--- config.mk ---
export PLATFORM = sky130hd
export DESIGN_NAME = fdmd_front
export DESIGN_NICKNAME = d
export VERILOG_FILES = /design/src/sv/fdmd_pkg.sv /design/src/sv/fdmd_front.sv
export SDC_FILE = /design/constraint.sdc
export NUM_CORES = 1
export LEC_CHECK = 0
export BUFFER_PORTS_ARGS = -buffer_cell sky130_fd_sc_hd__buf_2
export CAP_MARGIN = 10
export CORE_ASPECT_RATIO = 0.6
export CORE_MARGIN = 8
export CORE_UTILIZATION = 40
export CTS_BUF_LIST = sky130_fd_sc_hd__clkbuf_2
export CTS_CLUSTER_DIAMETER = 40
export CTS_CLUSTER_SIZE = 20
export DETAILED_ROUTE_END_ITERATION = 12
export PLACE_DENSITY = 0.7
export SYNTH_ARGS = -nofsm -noshare
export SYNTH_HDL_FRONTEND = slang
export SYNTH_SLANG_ARGS = --single-unit
--- constraint.sdc ---
create_clock -name clk -period 3.6 [get_ports clk]
set_input_delay 0.9 -clock clk [delete_from_list [all_inputs] [get_ports clk]]
set_output_delay 0.9 -clock clk [all_outputs]
set_load 0.005 [all_outputs]
--- src/sv/fdmd_pkg.sv ---
// ----------------------------------------------------------------------------
// fdmd_pkg
// Shared constants, register indexes, types and helpers for the frame
// difference motion detector.
// ----------------------------------------------------------------------------
package fdmd_pkg;

  // Default store geometry
  localparam int unsigned FDMD_MAX_COLUMNS = 320;
  localparam int unsigned FDMD_MAX_ROWS    = 240;

  // Field and register widths
  localparam int unsigned PIX_W       = 8;
  localparam int unsigned SKIP_W      = 4;
  localparam int unsigned PHASE_W     = 4;
  localparam int unsigned COLS_W      = 9;
  localparam int unsigned ROWS_W      = 8;
  localparam int unsigned GAIN_W      = 12;
  localparam int unsigned OFFS_W      = 8;
  localparam int unsigned COUNT_W     = 17;
  localparam int unsigned CFG_DATA_W  = 17;
  localparam int unsigned CFG_INDEX_W = 3;
  // Compare width for geometry limits (covers sizes up to 8191)
  localparam int unsigned DIM_W       = 13;

  // Queue between front and back
  localparam int unsigned QUEUE_DEPTH = 4;

  // Register indexes
  localparam logic [CFG_INDEX_W-1:0] CFG_HSKIP     = 3'd0;
  localparam logic [CFG_INDEX_W-1:0] CFG_VSKIP     = 3'd1;
  localparam logic [CFG_INDEX_W-1:0] CFG_COLUMNS   = 3'd2;
  localparam logic [CFG_INDEX_W-1:0] CFG_ROWS      = 3'd3;
  localparam logic [CFG_INDEX_W-1:0] CFG_GAIN      = 3'd4;
  localparam logic [CFG_INDEX_W-1:0] CFG_OFFSET    = 3'd5;
  localparam logic [CFG_INDEX_W-1:0] CFG_THRESHOLD = 3'd6;

  // Register reset values
  localparam logic [SKIP_W-1:0]  RST_HSKIP     = 4'd2;
  localparam logic [SKIP_W-1:0]  RST_VSKIP     = 4'd2;
  localparam logic [COLS_W-1:0]  RST_COLUMNS   = 9'd160;
  localparam logic [ROWS_W-1:0]  RST_ROWS      = 8'd120;
  localparam logic [GAIN_W-1:0]  RST_GAIN      = 12'd26;
  localparam logic [OFFS_W-1:0]  RST_OFFSET    = 8'd10;
  localparam logic [COUNT_W-1:0] RST_THRESHOLD = 17'd96;

  // Decimation geometry used by the front
  typedef struct packed {
    logic [SKIP_W-1:0] hskip;
    logic [SKIP_W-1:0] vskip;
    logic [COLS_W-1:0] cols;
    logic [ROWS_W-1:0] rows;
  } fdmd_geom_t;

  // Change test settings used by the back
  typedef struct packed {
    logic [GAIN_W-1:0]  gain;
    logic [OFFS_W-1:0]  offset;
    logic [COUNT_W-1:0] threshold;
  } fdmd_test_t;

  // Classification of one queued request
  typedef struct packed {
    logic kept;
    logic frame_end;
  } fdmd_tag_t;

  // Back status seen at the top level
  typedef struct packed {
    logic s1_stalled;
    logic ram_read;
  } fdmd_back_status_t;

  // Advance a skip phase; a skip of zero acts as one
  function automatic logic [PHASE_W-1:0] next_phase(input logic [PHASE_W-1:0] phase,
                                                    input logic [SKIP_W-1:0]  skip);
    logic [PHASE_W:0]   inc;
    logic [PHASE_W-1:0] eff;
    eff = (skip == '0) ? PHASE_W'(1) : PHASE_W'(skip);
    inc = {1'b0, phase} + (PHASE_W+1)'(1);
    return (inc >= {1'b0, eff}) ? '0 : inc[PHASE_W-1:0];
  endfunction

endpackage

--- src/sv/fdmd_front.sv ---
// ----------------------------------------------------------------------------
// fdmd_front
// Raster tracker: accepts pixels, applies decimation and size limits, and
// queues kept pixels and frame ends with their store address.
// ----------------------------------------------------------------------------
module fdmd_front #(
  parameter int unsigned MAX_COLUMNS = fdmd_pkg::FDMD_MAX_COLUMNS,
  parameter int unsigned MAX_ROWS    = fdmd_pkg::FDMD_MAX_ROWS
) (
  input  logic                                      clk,
  input  logic                                      rst_n,
  input  logic                                      in_valid,
  output logic                                      in_ready,
  input  logic [fdmd_pkg::PIX_W-1:0]                in_pixel,
  input  logic                                      in_line_end,
  input  logic                                      in_frame_end,
  input  fdmd_pkg::fdmd_geom_t                      geom,
  input  logic                                      q_full,
  output logic                                      q_push,
  output fdmd_pkg::fdmd_tag_t                       q_tag,
  output logic [$clog2(MAX_COLUMNS*MAX_ROWS)-1:0]   q_addr,
  output logic [fdmd_pkg::PIX_W-1:0]                q_pixel
);

  import fdmd_pkg::*;

  localparam int unsigned DEPTH = MAX_COLUMNS * MAX_ROWS;
  localparam int unsigned AW    = $clog2(DEPTH);
  localparam int unsigned BW    = $clog2(DEPTH + 1);
  localparam int unsigned KCW   = $clog2(MAX_COLUMNS + 1);
  localparam int unsigned KRW   = $clog2(MAX_ROWS + 1);

  logic [PHASE_W-1:0] raw_col_r, raw_col_nxt;
  logic [PHASE_W-1:0] raw_row_r, raw_row_nxt;
  logic [KCW-1:0]     kept_col_r, kept_col_nxt;
  logic [KRW-1:0]     kept_row_r, kept_row_nxt;
  logic [BW-1:0]      row_base_r, row_base_nxt;

  logic accept;
  logic row_kept;
  logic col_ok;
  logic kept;
  logic [BW-1:0] addr_sum;

  assign in_ready = !q_full;
  assign accept   = in_valid && in_ready;

  // Classification of the current pixel
  assign row_kept = (raw_row_r == '0)
                 && (DIM_W'(kept_row_r) < DIM_W'(geom.rows))
                 && (DIM_W'(kept_row_r) < DIM_W'(MAX_ROWS));
  assign col_ok   = (DIM_W'(kept_col_r) < DIM_W'(geom.cols))
                 && (DIM_W'(kept_col_r) < DIM_W'(MAX_COLUMNS));
  assign kept     = row_kept && (raw_col_r == '0) && col_ok;

  // Store address: row base plus kept column
  assign addr_sum = row_base_r + BW'(kept_col_r);

  assign q_push          = accept && (kept || in_frame_end);
  assign q_tag.kept      = kept;
  assign q_tag.frame_end = in_frame_end;
  assign q_addr          = AW'(addr_sum);
  assign q_pixel         = in_pixel;

  // Raster counters
  always_comb begin
    raw_col_nxt  = raw_col_r;
    raw_row_nxt  = raw_row_r;
    kept_col_nxt = kept_col_r;
    kept_row_nxt = kept_row_r;
    row_base_nxt = row_base_r;
    if (accept) begin
      if (kept) begin
        kept_col_nxt = kept_col_r + KCW'(1);
      end
      raw_col_nxt = next_phase(raw_col_r, geom.hskip);
      if (in_line_end || in_frame_end) begin
        if (row_kept) begin
          kept_row_nxt = kept_row_r + KRW'(1);
          row_base_nxt = row_base_r + BW'(MAX_COLUMNS);
        end
        raw_row_nxt  = next_phase(raw_row_r, geom.vskip);
        raw_col_nxt  = '0;
        kept_col_nxt = '0;
      end
      if (in_frame_end) begin
        raw_row_nxt  = '0;
        kept_row_nxt = '0;
        row_base_nxt = '0;
      end
    end
  end

  always_ff @(posedge clk) begin
    if (!rst_n) begin
      raw_col_r  <= '0;
      raw_row_r  <= '0;
      kept_col_r <= '0;
      kept_row_r <= '0;
      row_base_r <= '0;
    end else begin
      raw_col_r  <= raw_col_nxt;
      raw_row_r  <= raw_row_nxt;
      kept_col_r <= kept_col_nxt;
      kept_row_r <= kept_row_nxt;
      row_base_r <= row_base_nxt;
    end
  end

endmodule

==> out/metrics.yaml <==
status:
  status: "completed"
routing:
  ant_nets: 0
  post_drt_wl_per_cell_um: 15.23
  drt_first_pass_iters: 5
  wl_um: 7647
  num_vias: 2769
  drc_errors: 0
  drt_iter0_drc: 173
  via_per_inst: 5.516
final_layout:
  nFillCells: 730
  drive_gt1_frac: 0.2092
  fin_cells: 502
  layout.nets: 483
  final_area_um2: 3339
  layout-area-overhead-vs-synth_pct: 15.34
  diodes: 0
  layout_commonest_cell: "buf_2"
  final_cell_mix: "51 x buf_2, 36 x dfxtp_1, 34 x inv_1"
sta:
  rsz0062_at_grt: "false"
  whs_ns: 0.5219
  setup_slack_ns: 0.1051
  fmax_ghz: 0.2861
  skew_ns: 0.03128
  finalSetupViolations: 0
  max_slew_margin: 0.5627
  worst_pin_slew_ns: 0.6559
  tns_ns: 0
  finalHoldViolCount: 0
  fin_crit_sh: 0.9708
  slew_violations: 0
  fin_crit_ns: 3.495
floorplanning:
  start_util: 0.4051
  boundaryPins: 68
  die_x_um: 125.8
  die_h_um: 81.90
  core_um2: 7147
  num_rows: 24
  die_area_um2: 10310
logic_synthesis:
  syn_avg_cell_area_um2: 7.998
  syn-num-nets: 435
  synth-main-ff-cell: "dfxtp_1"
  synth_compound_area_frac: 0.2018
  ys_warn_count: 0
  synth_top_family_by_area: "simple AND/OR/NAND/NOR gates"
  synth_mux_area_frac: 0.01426
  synth_xor_area_frac: 0.06353
  syn_inst: 362
  synthDistinctLibCells: 53
  synthArstFlopShare: 0
  yosysSeqAreaShare: 0.2489
  synthSimpleGateAreaFrac: 0.2351
  synth_fa_ha_area_frac: 0.1469
  synth_edf_count: 0
  ys_ff_latch: 36
  netlist_area_um2: 2895
global_routing:
  antenna_found_initial: 0
  grt_pass1_wl_um: 12750
  track_usage: 0.1504
  grt_max_degree: 18
  grt_pass1_vias: 2650
  grt_use_met2: 0.2295
  met1_usage: 0.2047
  busiest_layer: "met2"
  grt-ovfl-total: 0
  use_met3: 0.03500
setup_path:
  worstSetupPathType: "primary input to primary output"
  path_cells: "buf_2, inv_2, ha_4, a2111oi_4, o21ai_2, a211oi_4, buf_6, nand3_2, a21oi_1, buf_2"
  arrival_ns: 2.59
  crit_path_max_fanout: 5
  worstSetupStartpointType: "primary input"
  worstPathRequired_ns: 2.70
  crit_top_cell: "buf_2"
  cp_slowest_cell: "a2111oi_4"
  max_stage_delay_ns: 0.39
  end_kind: "primary output"
hold_path:
  hold_path.class: "flip-flop to flip-flop"
place:
  place_area_um2: 3208
  dp.cells: 491
  gp_congestion: 0.8943
  dp_hpwl_um: 5940
  post-place-ws_ns: -0.005596
  port_buffers: 51
clock_tree:
  cts.htree.levels: 2
  clk_path_buf_depth: 2
  cts_buffers: 5
  cts_tree: "yes"
  root_buffer: "clkbuf_2"
  path_clk_slew_ns: 0.22
  clk_latency_ns: 0.41
  postCtsHoldBufs: 0
  clock_sinks: 36
pwr:
  power_leakage_uw: 0.001592
  vdd_drop_max_mv: 0.1184
  power_density_nw_per_um2: 239.8
flow_run:
  max_cap_viol_count: 0
[power by group]
group / internal, uW / switching, uW
sequential: 402 / 4.45
combinational: 51.5 / 68.1
clock: 116 / 159
[sequential cells by signal, indices dropped and copies added (netlist names)]
name and cells:
kept_col_r 9, row_base_r 11, raw_row_r 4, kept_row_r 8, raw_col_r 4
[what timing repair did]
action / CTS / global route
pin swaps: 0 / 2
endpoints found under the setup margin: 1 / 1
setup buffers: 1 / 2
gates resized for setup: 0 / 6
[per-layer routing]
layer	part of all wire	wire length, um	vias to the layer above
li1	-	-	1393
met1	0.51	3912	1261
met2	0.41	3115	104
met3	0.063	479	11
met4	0.018	140	0
met5	0	0	-
[through the flow]
stage          total power, uW    util
5_1_grt                  840.2  0.4673
6_report                 800.9  0.4673
4_1_cts                  804.0  0.4594
3_5_place_dp             527.1  0.4489
2_1_floorplan            489.4       -
3_3_place_gp             523.6  0.4489
[synthesized netlist by cell type (10+ instances only)]
| library cell | number | share of area |
|---|---|---|
| dfxtp_1 | 36 | 0.25 |
| inv_1 | 35 | 0.045 |
| ha_1 | 34 | 0.15 |
| nand2_1 | 27 | 0.035 |
| nor2_1 | 24 | 0.031 |
| a21oi_1 | 20 | 0.035 |
| nand3_1 | 19 | 0.033 |
| xor2_1 | 15 | 0.045 |
| buf_4 | 11 | 0.029 |
| clkbuf_1 | 11 | 0.014 |
| o21ai_0 | 11 | 0.019 |
| nand4_1 | 10 | 0.022 |
| o211ai_1 | 10 | 0.026 |
[cell type report]
class	instances	area [um^2]	share of cell area
repair buffers	63	349.1	0.1045
inverters	35	131.4	0.03934
well taps	91	113.9	0.03410
clock buffers	5	25.02	0.007493
clock inverters	3	42.54	0.01274
multi-input cells	269	1957	0.5860
flip-flops and latches	36	720.7	0.2158
[kinds of logic (layout without fill, tap and decap cells)]
group | after synthesis | count (layout)
AND/OR/NAND/NOR | 128 | 128
AO/OA/AOI/OAI | 81 | 81
buffers and inverters | 57 | 106
flip-flops | 36 | 36
adder cells (fa/ha/maj) | 34 | 34
XOR/XNOR | 21 | 21
multiplexers | 4 | 4
other | 1 | 1
[worst paths after layout]
path	depth (start not counted)	endpoint	start	slack [ns]
worst max-delay path	10	q_push	geom[5]	0.11
worst min-delay path	2	row_base_r[16]$_SDFFE_PN0P_	row_base_r[16]$_SDFFE_PN0P_	0.52
worst max register to register	8	row_base_r[14]$_SDFFE_PN0P_	kept_row_r[5]$_SDFFE_PN0P_	0.78
worst min register to register	2	row_base_r[16]$_SDFFE_PN0P_	row_base_r[16]$_SDFFE_PN0P_	0.52
[worst max-delay path: cells and delay by family]
family	cells	cell delay (ns)
and+or+nand+nor	1	0.08
buffers and inverters	4	0.45
AOI/OAI and AO/OA	4	0.95
adders and majority gates	1	0.22
No activity file was read; power rests on OpenSTA's default activity.
