File: config.mk
export PLATFORM = sky130hd
export DESIGN_NAME = fdmd_queue
export DESIGN_NICKNAME = d
export VERILOG_FILES = /design/src/sv/fdmd_pkg.sv /design/src/sv/fdmd_queue.sv
export SDC_FILE = /design/constraint.sdc
export NUM_CORES = 1
export LEC_CHECK = 0
export BUFFER_PORTS_ARGS = -buffer_cell sky130_fd_sc_hd__buf_4
export CAP_MARGIN = 0
export CELL_PAD_IN_SITES_DETAIL_PLACEMENT = 2
export CELL_PAD_IN_SITES_GLOBAL_PLACEMENT = 2
export CORE_MARGIN = 4
export CORE_UTILIZATION = 36
export CTS_CLUSTER_DIAMETER = 50
export DETAILED_ROUTE_END_ITERATION = 12
export HOLD_SLACK_MARGIN = 0.12
export MAX_ROUTING_LAYER = met4
export PLACE_DENSITY = 0.79
export SLEW_MARGIN = 20
export SYNTH_ARGS = -nofsm -noshare
export SYNTH_HDL_FRONTEND = slang
export SYNTH_SLANG_ARGS = --single-unit
File: constraint.sdc
create_clock -name clk -period 2.2 [get_ports clk]
set_input_delay 0.55 -clock clk [delete_from_list [all_inputs] [get_ports clk]]
set_output_delay 0.55 -clock clk [all_outputs]
set_load 0.01 [all_outputs]
File: src/sv/fdmd_pkg.sv
// ----------------------------------------------------------------------------
// fdmd_pkg
// Shared constants, register indexes, types and helpers for the frame
// difference motion detector.
// ----------------------------------------------------------------------------
package fdmd_pkg;

  // Default store geometry
  localparam int unsigned FDMD_MAX_COLUMNS = 320;
  localparam int unsigned FDMD_MAX_ROWS    = 240;

  // Field and register widths
  localparam int unsigned PIX_W       = 8;
  localparam int unsigned SKIP_W      = 4;
  localparam int unsigned PHASE_W     = 4;
  localparam int unsigned COLS_W      = 9;
  localparam int unsigned ROWS_W      = 8;
  localparam int unsigned GAIN_W      = 12;
  localparam int unsigned OFFS_W      = 8;
  localparam int unsigned COUNT_W     = 17;
  localparam int unsigned CFG_DATA_W  = 17;
  localparam int unsigned CFG_INDEX_W = 3;
  // Compare width for geometry limits (covers sizes up to 8191)
  localparam int unsigned DIM_W       = 13;

  // Queue between front and back
  localparam int unsigned QUEUE_DEPTH = 4;

  // Register indexes
  localparam logic [CFG_INDEX_W-1:0] CFG_HSKIP     = 3'd0;
  localparam logic [CFG_INDEX_W-1:0] CFG_VSKIP     = 3'd1;
  localparam logic [CFG_INDEX_W-1:0] CFG_COLUMNS   = 3'd2;
  localparam logic [CFG_INDEX_W-1:0] CFG_ROWS      = 3'd3;
  localparam logic [CFG_INDEX_W-1:0] CFG_GAIN      = 3'd4;
  localparam logic [CFG_INDEX_W-1:0] CFG_OFFSET    = 3'd5;
  localparam logic [CFG_INDEX_W-1:0] CFG_THRESHOLD = 3'd6;

  // Register reset values
  localparam logic [SKIP_W-1:0]  RST_HSKIP     = 4'd2;
  localparam logic [SKIP_W-1:0]  RST_VSKIP     = 4'd2;
  localparam logic [COLS_W-1:0]  RST_COLUMNS   = 9'd160;
  localparam logic [ROWS_W-1:0]  RST_ROWS      = 8'd120;
  localparam logic [GAIN_W-1:0]  RST_GAIN      = 12'd26;
  localparam logic [OFFS_W-1:0]  RST_OFFSET    = 8'd10;
  localparam logic [COUNT_W-1:0] RST_THRESHOLD = 17'd96;

  // Decimation geometry used by the front
  typedef struct packed {
    logic [SKIP_W-1:0] hskip;
    logic [SKIP_W-1:0] vskip;
    logic [COLS_W-1:0] cols;
    logic [ROWS_W-1:0] rows;
  } fdmd_geom_t;

  // Change test settings used by the back
  typedef struct packed {
    logic [GAIN_W-1:0]  gain;
    logic [OFFS_W-1:0]  offset;
    logic [COUNT_W-1:0] threshold;
  } fdmd_test_t;

  // Classification of one queued request
  typedef struct packed {
    logic kept;
    logic frame_end;
  } fdmd_tag_t;

  // Back status seen at the top level
  typedef struct packed {
    logic s1_stalled;
    logic ram_read;
  } fdmd_back_status_t;

  // Advance a skip phase; a skip of zero acts as one
  function automatic logic [PHASE_W-1:0] next_phase(input logic [PHASE_W-1:0] phase,
                                                    input logic [SKIP_W-1:0]  skip);
    logic [PHASE_W:0]   inc;
    logic [PHASE_W-1:0] eff;
    eff = (skip == '0) ? PHASE_W'(1) : PHASE_W'(skip);
    inc = {1'b0, phase} + (PHASE_W+1)'(1);
    return (inc >= {1'b0, eff}) ? '0 : inc[PHASE_W-1:0];
  endfunction

endpackage

File: src/sv/fdmd_queue.sv
// ----------------------------------------------------------------------------
// fdmd_queue
// Small register FIFO between front and back; head shown combinationally.
// ----------------------------------------------------------------------------
module fdmd_queue #(
  parameter int unsigned WIDTH = 8,
  parameter int unsigned DEPTH = fdmd_pkg::QUEUE_DEPTH
) (
  input  logic             clk,
  input  logic             rst_n,
  input  logic             push,
  input  logic [WIDTH-1:0] push_data,
  output logic             full,
  input  logic             pop,
  output logic             head_valid,
  output logic [WIDTH-1:0] head_data
);

  import fdmd_pkg::*;

  localparam int unsigned PW = (DEPTH > 1) ? $clog2(DEPTH) : 1;
  localparam int unsigned CW = $clog2(DEPTH + 1);

  logic [WIDTH-1:0] slots_r [DEPTH];
  logic [PW-1:0]    wr_ptr_r, wr_ptr_nxt;
  logic [PW-1:0]    rd_ptr_r, rd_ptr_nxt;
  logic [CW-1:0]    count_r,  count_nxt;
  logic             do_push;
  logic             do_pop;

  assign full       = (count_r == CW'(DEPTH));
  assign head_valid = (count_r != '0);
  assign head_data  = slots_r[rd_ptr_r];
  assign do_push    = push && !full;
  assign do_pop     = pop && head_valid;

  // Pointer and fill tracking
  always_comb begin
    wr_ptr_nxt = wr_ptr_r;
    rd_ptr_nxt = rd_ptr_r;
    count_nxt  = count_r;
    if (do_push) begin
      wr_ptr_nxt = (wr_ptr_r == PW'(DEPTH - 1)) ? '0 : wr_ptr_r + PW'(1);
    end
    if (do_pop) begin
      rd_ptr_nxt = (rd_ptr_r == PW'(DEPTH - 1)) ? '0 : rd_ptr_r + PW'(1);
    end
    case ({do_push, do_pop})
      2'b10:   count_nxt = count_r + CW'(1);
      2'b01:   count_nxt = count_r - CW'(1);
      default: count_nxt = count_r;
    endcase
  end

  always_ff @(posedge clk) begin
    if (!rst_n) begin
      wr_ptr_r <= '0;
      rd_ptr_r <= '0;
      count_r  <= '0;
    end else begin
      wr_ptr_r <= wr_ptr_nxt;
      rd_ptr_r <= rd_ptr_nxt;
      count_r  <= count_nxt;
    end
  end

  // Slot storage
  always_ff @(posedge clk) begin
    if (do_push) begin
      slots_r[wr_ptr_r] <= push_data;
    end
  end

endmodule

==> results.py, run 1 <==
metrics = {
    "route": {
        "vias_per_cell": 4.92,
        "drt_iter0_markers": 109,
        "drc": 0,
        "dr_total_vias": 875,
        "drt_first_pass_iters": 4,
        "routed_wl_um": 3320,
        "ant_nets": 0,
        "wl_per_cell_um": 18.7,
    },
    "worst_hold_path": {
        "whs_endpoint": "slots_r[1][6]",
        "hp-class": "in2reg",
        "hp-start": "push_data[6]",
        "min_path_cells": 1,
    },
    "worst_setup_path": {
        "crit_fanout": 8,
        "rr_endpoint": "count_r[2]",
        "worstPathArrival_ns": 1.51,
        "path_class": "reg2out",
        "reg2reg_from": "count_r[1]",
        "cp_data_required_time_ns": 1.65,
        "crit_path_start_kind": "flop",
        "reg2reg_slack_ns": 0.19,
        "r2r_cells": 9,
        "endpoint_kind": "output port",
    },
    "final_layout": {
        "fin_nets": 144,
        "syn_to_final_growth_pct": 22.4,
        "drive_above_1_share_pct": 34.9,
        "num-fill-cells": 423,
        "antennaDiodeCount": 0,
    },
    "placed_design": {
        "port_buffers": 21,
        "place_hpwl_um": 2520,
        "pre_cts_slack_ns": 0.0305,
        "gp_congestion": 0.647,
    },
    "logic_synthesis": {
        "synth.avg_cell_area_um2": 16.8,
        "ys_seq_area_share_pct": 69.4,
        "synth_warnings": 0,
        "synth_nets": 117,
        "synth_seq_cells": 41,
        "synth_area_mm2": 0.00165,
        "syn_inst": 98,
        "ys_types": 21,
    },
    "clocking": {
        "clk_path_buf_depth": 2,
        "clkLatencyLatePin_ns": 0.28,
        "htreeDepth": 2,
        "postCtsHoldBufs": 0,
        "cts-root-buf": "clkbuf_8",
        "cts_tree": "built",
        "cts_buffers": 5,
        "clk_pin_slew_ns": 0.08,
        "cts_sinks": 41,
    },
    "sta": {
        "slew_headroom_pct": 69.1,
        "final_max_slew_viol_count": 0,
        "tightest_slew_ns": 0.463,
        "grt_setup_unrepaired": "false",
        "finalCritPeriodShare_pct": 93.4,
        "finalSetupViolations": 0,
        "fin_skew_ns": 0.00339,
        "hold_violations": 0,
        "clock.fmax_mhz": 486,
        "finalCriticalPeriod_ns": 2.06,
        "finalSetupTns_ns": 0,
        "layout_setup_ws_ns": 0.144,
    },
    "die": {
        "rows": 24,
        "fp.dieArea_mm2": 0.00572,
        "initial_utilization_pct": 37.5,
        "coreArea_mm2": 0.00438,
        "io-pin-count": 22,
        "die_w_um": 75.6,
        "fp.dieH_um": 75.6,
    },
    "global_route": {
        "antenna_found_initial": 0,
        "grt_pass1_wl_um": 5400,
        "grt_start_max_net_pins": 14,
        "grt_pass1_vias": 1028,
        "grt_use_total_pct": 14.0,
        "grt_overflow_total": 0,
    },
    "pwr": {
        "peakVddDrop_mv": 0.428,
        "p_leak_uw": 0.000741,
        "p_total_uw": 2290,
        "power_density_mw_per_mm2": 1140,
    },
    "run": {
        "cap_violations": 0,
    },
    "outcome": {
        "status": "complete, no violations",
    },
}
## report_power, final
part	internal [uW]	total [uW]	switching, uW
registers	953	1030	72.7
clock network	405	649	244
logic	328	619	290
## critical path, cell delays in order, from the launching register on
cell,delay [ns]
dfxtp_1,0.32
buf_4,0.21
mux4_2,0.53
buf_4,0.16
## sequential cells by signal, indices dropped and copies added, names as in the netlist, named ones only
signal,cells
wr_ptr_r,2
slots_r,32
count_r,3
rd_ptr_r,2
## what timing repair did
action / 4_1_cts / 5_1_grt
setup buffers: 0 / 0
endpoints found under the setup margin: 0 / 1
resized for setup: 0 / 5
## worst max-delay path by stage
stage / startpoint / slack (ns) / endpoint / depth (start not counted)
final: flop / 0.14 / head_data[7] / 3
after global routing: count_r[1] / 0.005 / count_r[2] / 9
after CTS: flop / 0.11 / head_data[7] / 3
after detailed placement: push / 0.03 / count_r[2] / 9
after global placement: push / 0.11 / count_r[2] / 9
after floorplan: count_r[2] / 0.1 / count_r[2] / 10
## cell families (layout without fill, tap and decap cells)
group | Yosys count | in the layout | share of synthesized area, %
AOI/OAI and AO/OA | 6 | 6 | 2.13
xor gates and xnor gates | 2 | 2 | 1.06
adders and majority gates | 7 | 7 | 5.78
buffers and inverters | 11 | 39 | 2.66
DFF | 41 | 41 | 69.4
muxes | 10 | 10 | 12.2
and+or+nand+nor | 21 | 21 | 6.84
## Yosys cell counts, drive strengths merged
master | n | area [um^2]
nor2 | 2 | 7.51
mux4 | 8 | 180
dfxtp | 9 | 180
buf | 2 | 10.0
and2 | 6 | 37.5
nand2 | 7 | 26.3
xor2 | 1 | 8.76
xnor2 | 1 | 8.76
clkbuf | 2 | 7.51
ha | 6 | 75.1
nor2b | 1 | 6.26
nor3b | 1 | 12.5
a21boi | 1 | 7.51
o21ai | 4 | 20.0
nand3 | 2 | 10.0
mux2i | 2 | 20.0
o31ai | 1 | 7.51
inv | 7 | 26.3
or3 | 2 | 12.5
edfxtp | 32 | 961
fa | 1 | 20.0
## per-layer routing
| layer | vias to the layer above | routed length (um) | global-route usage, % |
|---|---|---|---|
| met5 | - | 0 | - |
| met4 | 0 | 20 | 4.08 |
| met3 | 2 | 150 | 5.01 |
| met2 | 15 | 1820 | 24.0 |
| met1 | 443 | 1330 | 15.2 |
| li1 | 415 | - | - |
## layout make-up
cell class	instances	area, um^2	share of cell area, %
repair buffers	24	180	8.94
clock inverters	2	35.0	1.74
well taps	52	65.1	3.23
multi-input cells	46	467	23.2
inverters	7	26.3	1.30
clock buffers	6	93.8	4.66
flip-flops and latches	41	1150	57.0
## stage by stage
stage               cell area [um^2]  std cells  utilization, %  hold WS, ns
floorplan                       1650         98               -        0.468
global placement                1870        170            42.7        0.479
detailed placement              1870        170            42.7        0.531
CTS                             2000        178            45.7        0.455
global route                    2010        178            45.9        0.452
finish                          2010        178            45.9        0.465
## cells in the final DEF (no fill, tap or decap), drive strengths merged, types with 2 or more instances in the layout
| cell type | count |
|---|---|
| ha | 6 |
| dfxtp | 9 |
| buf | 24 |
| nand2 | 7 |
| o21ai | 4 |
| nor2 | 2 |
| mux4 | 8 |
| nand3 | 2 |
| clkbuf | 6 |
| inv | 7 |
| edfxtp | 32 |
| mux2i | 2 |
| or3 | 2 |
| and2 | 6 |
(Power assumes the default switching activity.)
==> run 2, diff against run 1 <==
--- a/config.mk
+++ b/config.mk
@@ -15,7 +15,7 @@
 export DETAILED_ROUTE_END_ITERATION = 12
 export HOLD_SLACK_MARGIN = 0.12
 export MAX_ROUTING_LAYER = met4
-export PLACE_DENSITY = 0.79
+export PLACE_DENSITY_LB_ADDON = 0.1
 export SLEW_MARGIN = 20
 export SYNTH_ARGS = -nofsm -noshare
 export SYNTH_HDL_FRONTEND = slang
==> run 2 against run 1 <==
Cell area down 2.4%. Core utilization down 1.1 points. Register-to-register slack about the same. Sequential share of layout area up 1.3 points. Critical path type unchanged. Worst setup slack worse by 0.038 ns. Die area unchanged. Clock-buffer cell count unchanged. Combinational power down 0.8%. Non-clock buffer count unchanged. Via count up 3.0%. Final cell count unchanged. Largest cell class unchanged.
==> results.py, run 2 (synthesized netlist as in run 1, its figures left out) <==
metrics = {
    "worst_setup_path": {
        "worstPathArrival_ns": 1.54,
        "path_class": "reg2out",
        "cpPeakStageDelay_ns": 0.55,
        "crit_chain": "buf_4 > mux4_2 > buf_4",
        "cp_common_cell": "buf_4",
        "r2r_cells": 9,
        "rr_endpoint": "count_r[2]",
        "reg2reg_from": "count_r[1]",
        "crit_fanout": 8,
        "crit_end": "head_data[7]",
        "path_delay_family": "multiplexers",
        "crit_slowest_cell": "mux4_2",
        "endpoint_kind": "output port",
        "cp.depth": 3,
        "cp_num_buf_inv": 2,
        "reg2reg_slack_ns": 0.19,
        "crit_path_start_kind": "flop",
        "cp_data_required_time_ns": 1.65,
    },
    "clocking": {
        "cts_sinks": 41,
        "clk_pin_slew_ns": 0.08,
        "cts_buffers": 5,
        "cts-root-buf": "clkbuf_8",
        "cts_tree": "built",
        "postCtsHoldBufs": 0,
        "clk_path_buf_depth": 2,
        "clkLatencyLatePin_ns": 0.29,
        "htreeDepth": 2,
    },
    "route": {
        "drt_first_pass_iters": 6,
        "wl_per_cell_um": 18.8,
        "routed_wl_um": 3350,
        "drt_iter0_markers": 21,
        "dr_total_vias": 901,
        "ant_nets": 0,
        "vias_per_cell": 5.06,
        "drc": 0,
    },
    "die": {
        "coreArea_mm2": 0.00438,
        "die_w_um": 75.6,
        "fp.dieArea_mm2": 0.00572,
        "rows": 24,
        "fp.dieH_um": 75.6,
        "io-pin-count": 22,
        "initial_utilization_pct": 37.5,
    },
    "sta": {
        "fin_skew_ns": 0.00704,
        "clock.fmax_mhz": 478,
        "finalCriticalPeriod_ns": 2.09,
        "slew_headroom_pct": 66.7,
        "grt_setup_unrepaired": "false",
        "finalSetupViolations": 0,
        "tightest_slew_ns": 0.500,
        "hold_violations": 0,
        "final_max_slew_viol_count": 0,
        "finalCritPeriodShare_pct": 95.2,
        "finalSetupTns_ns": 0,
    },
    "final_layout": {
        "drive_above_1_share_pct": 34.1,
        "layout_common_cells": "edfxtp_1 (32), buf_4 (24), mux4_2 (8)",
        "syn_to_final_growth_pct": 19.5,
        "fin_nets": 144,
        "num-fill-cells": 427,
        "post-route-util_pct": 44.8,
        "layout_commonest_cell": "edfxtp_1",
        "final_area_mm2": 0.00197,
        "largest_reg_flops": 32,
        "reg.largest.list": "slots_r (32), count_r (3)",
        "regMostFlops": "slots_r",
        "antennaDiodeCount": 0,
    },
    "global_route": {
        "grt_use_total_pct": 13.5,
        "grt_start_max_net_pins": 13,
        "grt_overflow_total": 0,
        "antenna_found_initial": 0,
        "grt_pass1_vias": 989,
        "grt_pass1_wl_um": 5130,
    },
    "outcome": {
        "status": "complete, no violations",
    },
    "pwr": {
        "power_density_mw_per_mm2": 1070,
        "peakVddDrop_mv": 0.461,
        "p_leak_uw": 0.000720,
    },
    "placed_design": {
        "port_buffers": 21,
        "dpl-instance-area_mm2": 0.00187,
        "gp_congestion": 0.724,
    },
    "run": {
        "cap_violations": 0,
    },
    "worst_hold_path": {
        "hp-class": "in2reg",
    },
}
## run 2: area by class of cell
class	count	area [um^2]	area share, %
Multi-Input combinational cell	46	467	23.7
Clock inverter	2	10.0	0.509
Clock buffer	6	72.6	3.69
Tap cell	52	65.1	3.31
Timing Repair Buffer	24	180	9.17
Sequential cell	41	1140	58.2
Inverter	7	26.3	1.34
## run 2: timing repair
action                                 CTS  global route
setup endpoints to repair                0             1
endpoints found under the hold margin    0             0
setup buffers                            0             0
resized for setup                        0             5
## run 2: metrics by stage
step | total power [uW] | setup WS, ns | cells | hold WS, ns
finish | 2110 | 0.106 | 178 | 0.464
global route | 2240 | 0.0209 | 178 | 0.450
CTS | 2130 | 0.0760 | 178 | 0.455
detailed placement | 1660 | 0.0355 | 170 | 0.516
global placement | 1620 | 0.106 | 170 | 0.491
floorplan | 1380 | 0.0979 | 98 | 0.468
## run 2: worst reg2reg max path: stages, from the launching register on
cell and delay [ns]:
dfxtp_2 0.36, nor3b_4 0.20, nor2b_1 0.08, inv_1 0.06, ha_1 0.18, inv_1 0.07, fa_1 0.37, xor2_1 0.16
or3_1 0.31, a21boi_1 0.14
## run 2: per-layer routing
| metal | routed length, um | vias to the layer above | share of wire, % | global-route usage (%) |
|---|---|---|---|---|
| met1 | 1390 | 457 | 41 | 14.9 |
| met3 | 184 | 4 | 5.5 | 4.62 |
| met5 | 0 | - | 0 | - |
| met4 | 17 | 0 | 0.51 | 4.27 |
| met2 | 1760 | 26 | 52 | 23.0 |
| li1 | - | 414 | - | - |
## run 2: worst min-delay path by stage
stage,start,cells after the start,to,slack [ns]
3_5_place_dp,wr_ptr_r[1],2,wr_ptr_r[1],0.52
6_report,push_data[3],1,slots_r[0][3],0.46
4_1_cts,push_data[3],1,slots_r[0][3],0.46
2_1_floorplan,wr_ptr_r[1],2,wr_ptr_r[1],0.47
5_1_grt,push_data[3],1,slots_r[0][3],0.45
3_3_place_gp,wr_ptr_r[1],2,wr_ptr_r[1],0.49
## run 2: power breakdown
group	switching [uW]	leakage (uW)	internal [uW]
Sequential	74.8	0.000369	951
Combinational	286	0.000307	328
Clock	246	0.0000450	220
==> run 3, diff against run 2 <==
--- a/config.mk
+++ b/config.mk
@@ -9,7 +9,7 @@
 export CAP_MARGIN = 0
 export CELL_PAD_IN_SITES_DETAIL_PLACEMENT = 2
 export CELL_PAD_IN_SITES_GLOBAL_PLACEMENT = 2
-export CORE_MARGIN = 4
+export CORE_MARGIN = 1
 export CORE_UTILIZATION = 36
 export CTS_CLUSTER_DIAMETER = 50
 export DETAILED_ROUTE_END_ITERATION = 12
==> run 3 against run 2 <==
Clock skew increased by 0.0030 ns. Fmax increased by 0.34%. Sequential share of layout area decreased by 0.91 points. Flip-flop and latch count unchanged. Clock-buffer cell count rose by 1. Critical path depth is the same. Register-to-register slack about the same. Global-route usage increased by 2.3 points. First-iteration DRC count increased to 2.8 times the previous value. Final cell count unchanged. Largest cell class unchanged. Highest routed layer unchanged.
==> results.py, run 3 (synthesized netlist as in run 1, its figures left out) <==
metrics = {
    "worst_setup_path": {
        "endpoint_kind": "output port",
        "worstPathArrival_ns": 1.54,
        "path_class": "reg2out",
        "crit_path_start_kind": "flop",
        "cp_data_required_time_ns": 1.65,
        "crit_fanout": 8,
    },
    "die": {
        "fp.dieH_um": 69.6,
        "io-pin-count": 22,
        "die_w_um": 69.6,
        "rows": 24,
        "coreArea_mm2": 0.00438,
        "initial_utilization_pct": 37.5,
        "fp.dieArea_mm2": 0.00484,
    },
    "sta": {
        "hold_violations": 0,
        "finalCritPeriodShare_pct": 94.9,
        "tightest_slew_ns": 0.492,
        "finalSetupViolations": 0,
        "finalSetupTns_ns": 0,
        "finalCriticalPeriod_ns": 2.09,
        "final_max_slew_viol_count": 0,
        "slew_headroom_pct": 67.2,
        "clock.fmax_mhz": 479,
        "grt_setup_unrepaired": "false",
        "fin_skew_ns": 0.0100,
    },
    "final_layout": {
        "syn_to_final_growth_pct": 21.4,
        "largest_reg_flops": 32,
        "layout_common_cells": "edfxtp_1 (32), buf_4 (24), mux4_2 (8)",
        "antennaDiodeCount": 0,
        "post-route-util_pct": 45.5,
        "final_area_mm2": 0.00200,
        "layout_commonest_cell": "edfxtp_1",
        "drive_above_1_share_pct": 34.9,
        "reg.largest.list": "slots_r (32), count_r (3)",
        "regMostFlops": "slots_r",
        "fin_nets": 144,
    },
    "route": {
        "wl_per_cell_um": 18.6,
        "drt_first_pass_iters": 4,
        "ant_nets": 0,
        "drc": 0,
        "routed_wl_um": 3320,
        "drt_iter0_markers": 59,
        "dr_total_vias": 880,
        "vias_per_cell": 4.94,
    },
    "worst_hold_path": {
        "hp-class": "in2reg",
    },
    "pwr": {
        "seqPwrFrac_pct": 46.2,
        "combPwrFrac_pct": 27.6,
        "p_leak_uw": 0.000735,
        "power_density_mw_per_mm2": 1110,
        "clockPowerShare_pct": 26.2,
        "intPower_uw": 1600,
        "switching_share_pct": 27.9,
        "peakVddDrop_mv": 0.380,
        "switchingPower_uw": 619,
    },
    "global_route": {
        "grt_pass1_vias": 993,
        "grt_use_total_pct": 15.8,
        "grt_pass1_wl_um": 5290,
        "grt_start_max_net_pins": 14,
        "antenna_found_initial": 0,
        "grt_overflow_total": 0,
    },
    "clocking": {
        "cts-root-buf": "clkbuf_8",
        "clk_path_buf_depth": 2,
        "cts_sinks": 41,
        "postCtsHoldBufs": 0,
        "cts_buffers": 5,
        "clkLatencyLatePin_ns": 0.30,
        "clk_pin_slew_ns": 0.08,
        "cts_tree": "built",
        "htreeDepth": 2,
    },
    "placed_design": {
        "port_buffers": 21,
        "gp_congestion": 0.729,
        "dpl-instance-area_mm2": 0.00187,
        "place_hpwl_um": 2370,
    },
    "run": {
        "cap_violations": 0,
    },
    "outcome": {
        "status": "complete, no violations",
    },
}
## run 3: changes by cell type in the layout (fill, tap and decap cells not counted)
cell       change
a21boi_0       +1
clkbuf_8       +1
clkbuf_16      +1
a21boi_1       -1
inv_4          +1
clkbuf_1       -1
clkinv_2       -2
## run 3: worst paths after layout
kind | startpoint | to | slack, ns | cells past startpoint
setup reg to reg | count_r[2] | count_r[2] | 0.18 | 9
setup / recovery | flop | head_data[2] | 0.11 | 3
hold reg to reg | wr_ptr_r[1] | wr_ptr_r[1] | 0.51 | 2
hold / removal | push_data[1] | slots_r[2][1] | 0.45 | 1
## run 3: layout make-up
cell class | instances | area [um^2]
clock buffers | 7 | 108
well taps | 52 | 65.1
repair buffers | 24 | 180
fillers | 440 | 2390
flip-flops and latches | 41 | 1140
multi-input cells | 46 | 467
inverters | 7 | 26.3
clock inverters | 1 | 6.26
## run 3: critical path, stage by stage (launching register included)
cell     delay [ns]
dfxtp_1        0.32
buf_4          0.21
mux4_2         0.54
buf_4          0.16
## run 3: power groups by stage
| stage | combinational (uW) | clock [uW] | sequential, uW |
|---|---|---|---|
| 6_report | 613 | 582 | 1030 |
| 5_1_grt | 678 | 639 | 1040 |
| 4_1_cts | 630 | 601 | 1020 |
| 3_5_place_dp | 624 | 0 | 1040 |
| 3_3_place_gp | 591 | 0 | 1020 |
| 2_1_floorplan | 383 | 0 | 1000 |
## run 3: routing by layer
layer	global-route usage, %	wire length, um	vias to the layer above
met2	26.5	1790	22
met5	-	0	-
met4	6.12	53	0
li1	-	-	413
met3	5.23	179	6
met1	17.3	1300	439
## run 3: through the flow
stage	setup WS (ns)	power (uW)	hold slack (ns)	instances
floorplan	0.0979	1380	0.468	98
finish	0.113	2220	0.454	178
global placement	0.107	1610	0.491	170
CTS	0.0776	2250	0.443	178
detailed placement	0.0384	1660	0.504	170
global route	0.00126	2360	0.435	178
## run 3: repair_timing
item | CTS | global route
buffers inserted | 0 | 0
setup endpoints to repair | 0 | 1
endpoints found under the hold margin | 0 | 0
gates resized for setup | 0 | 4
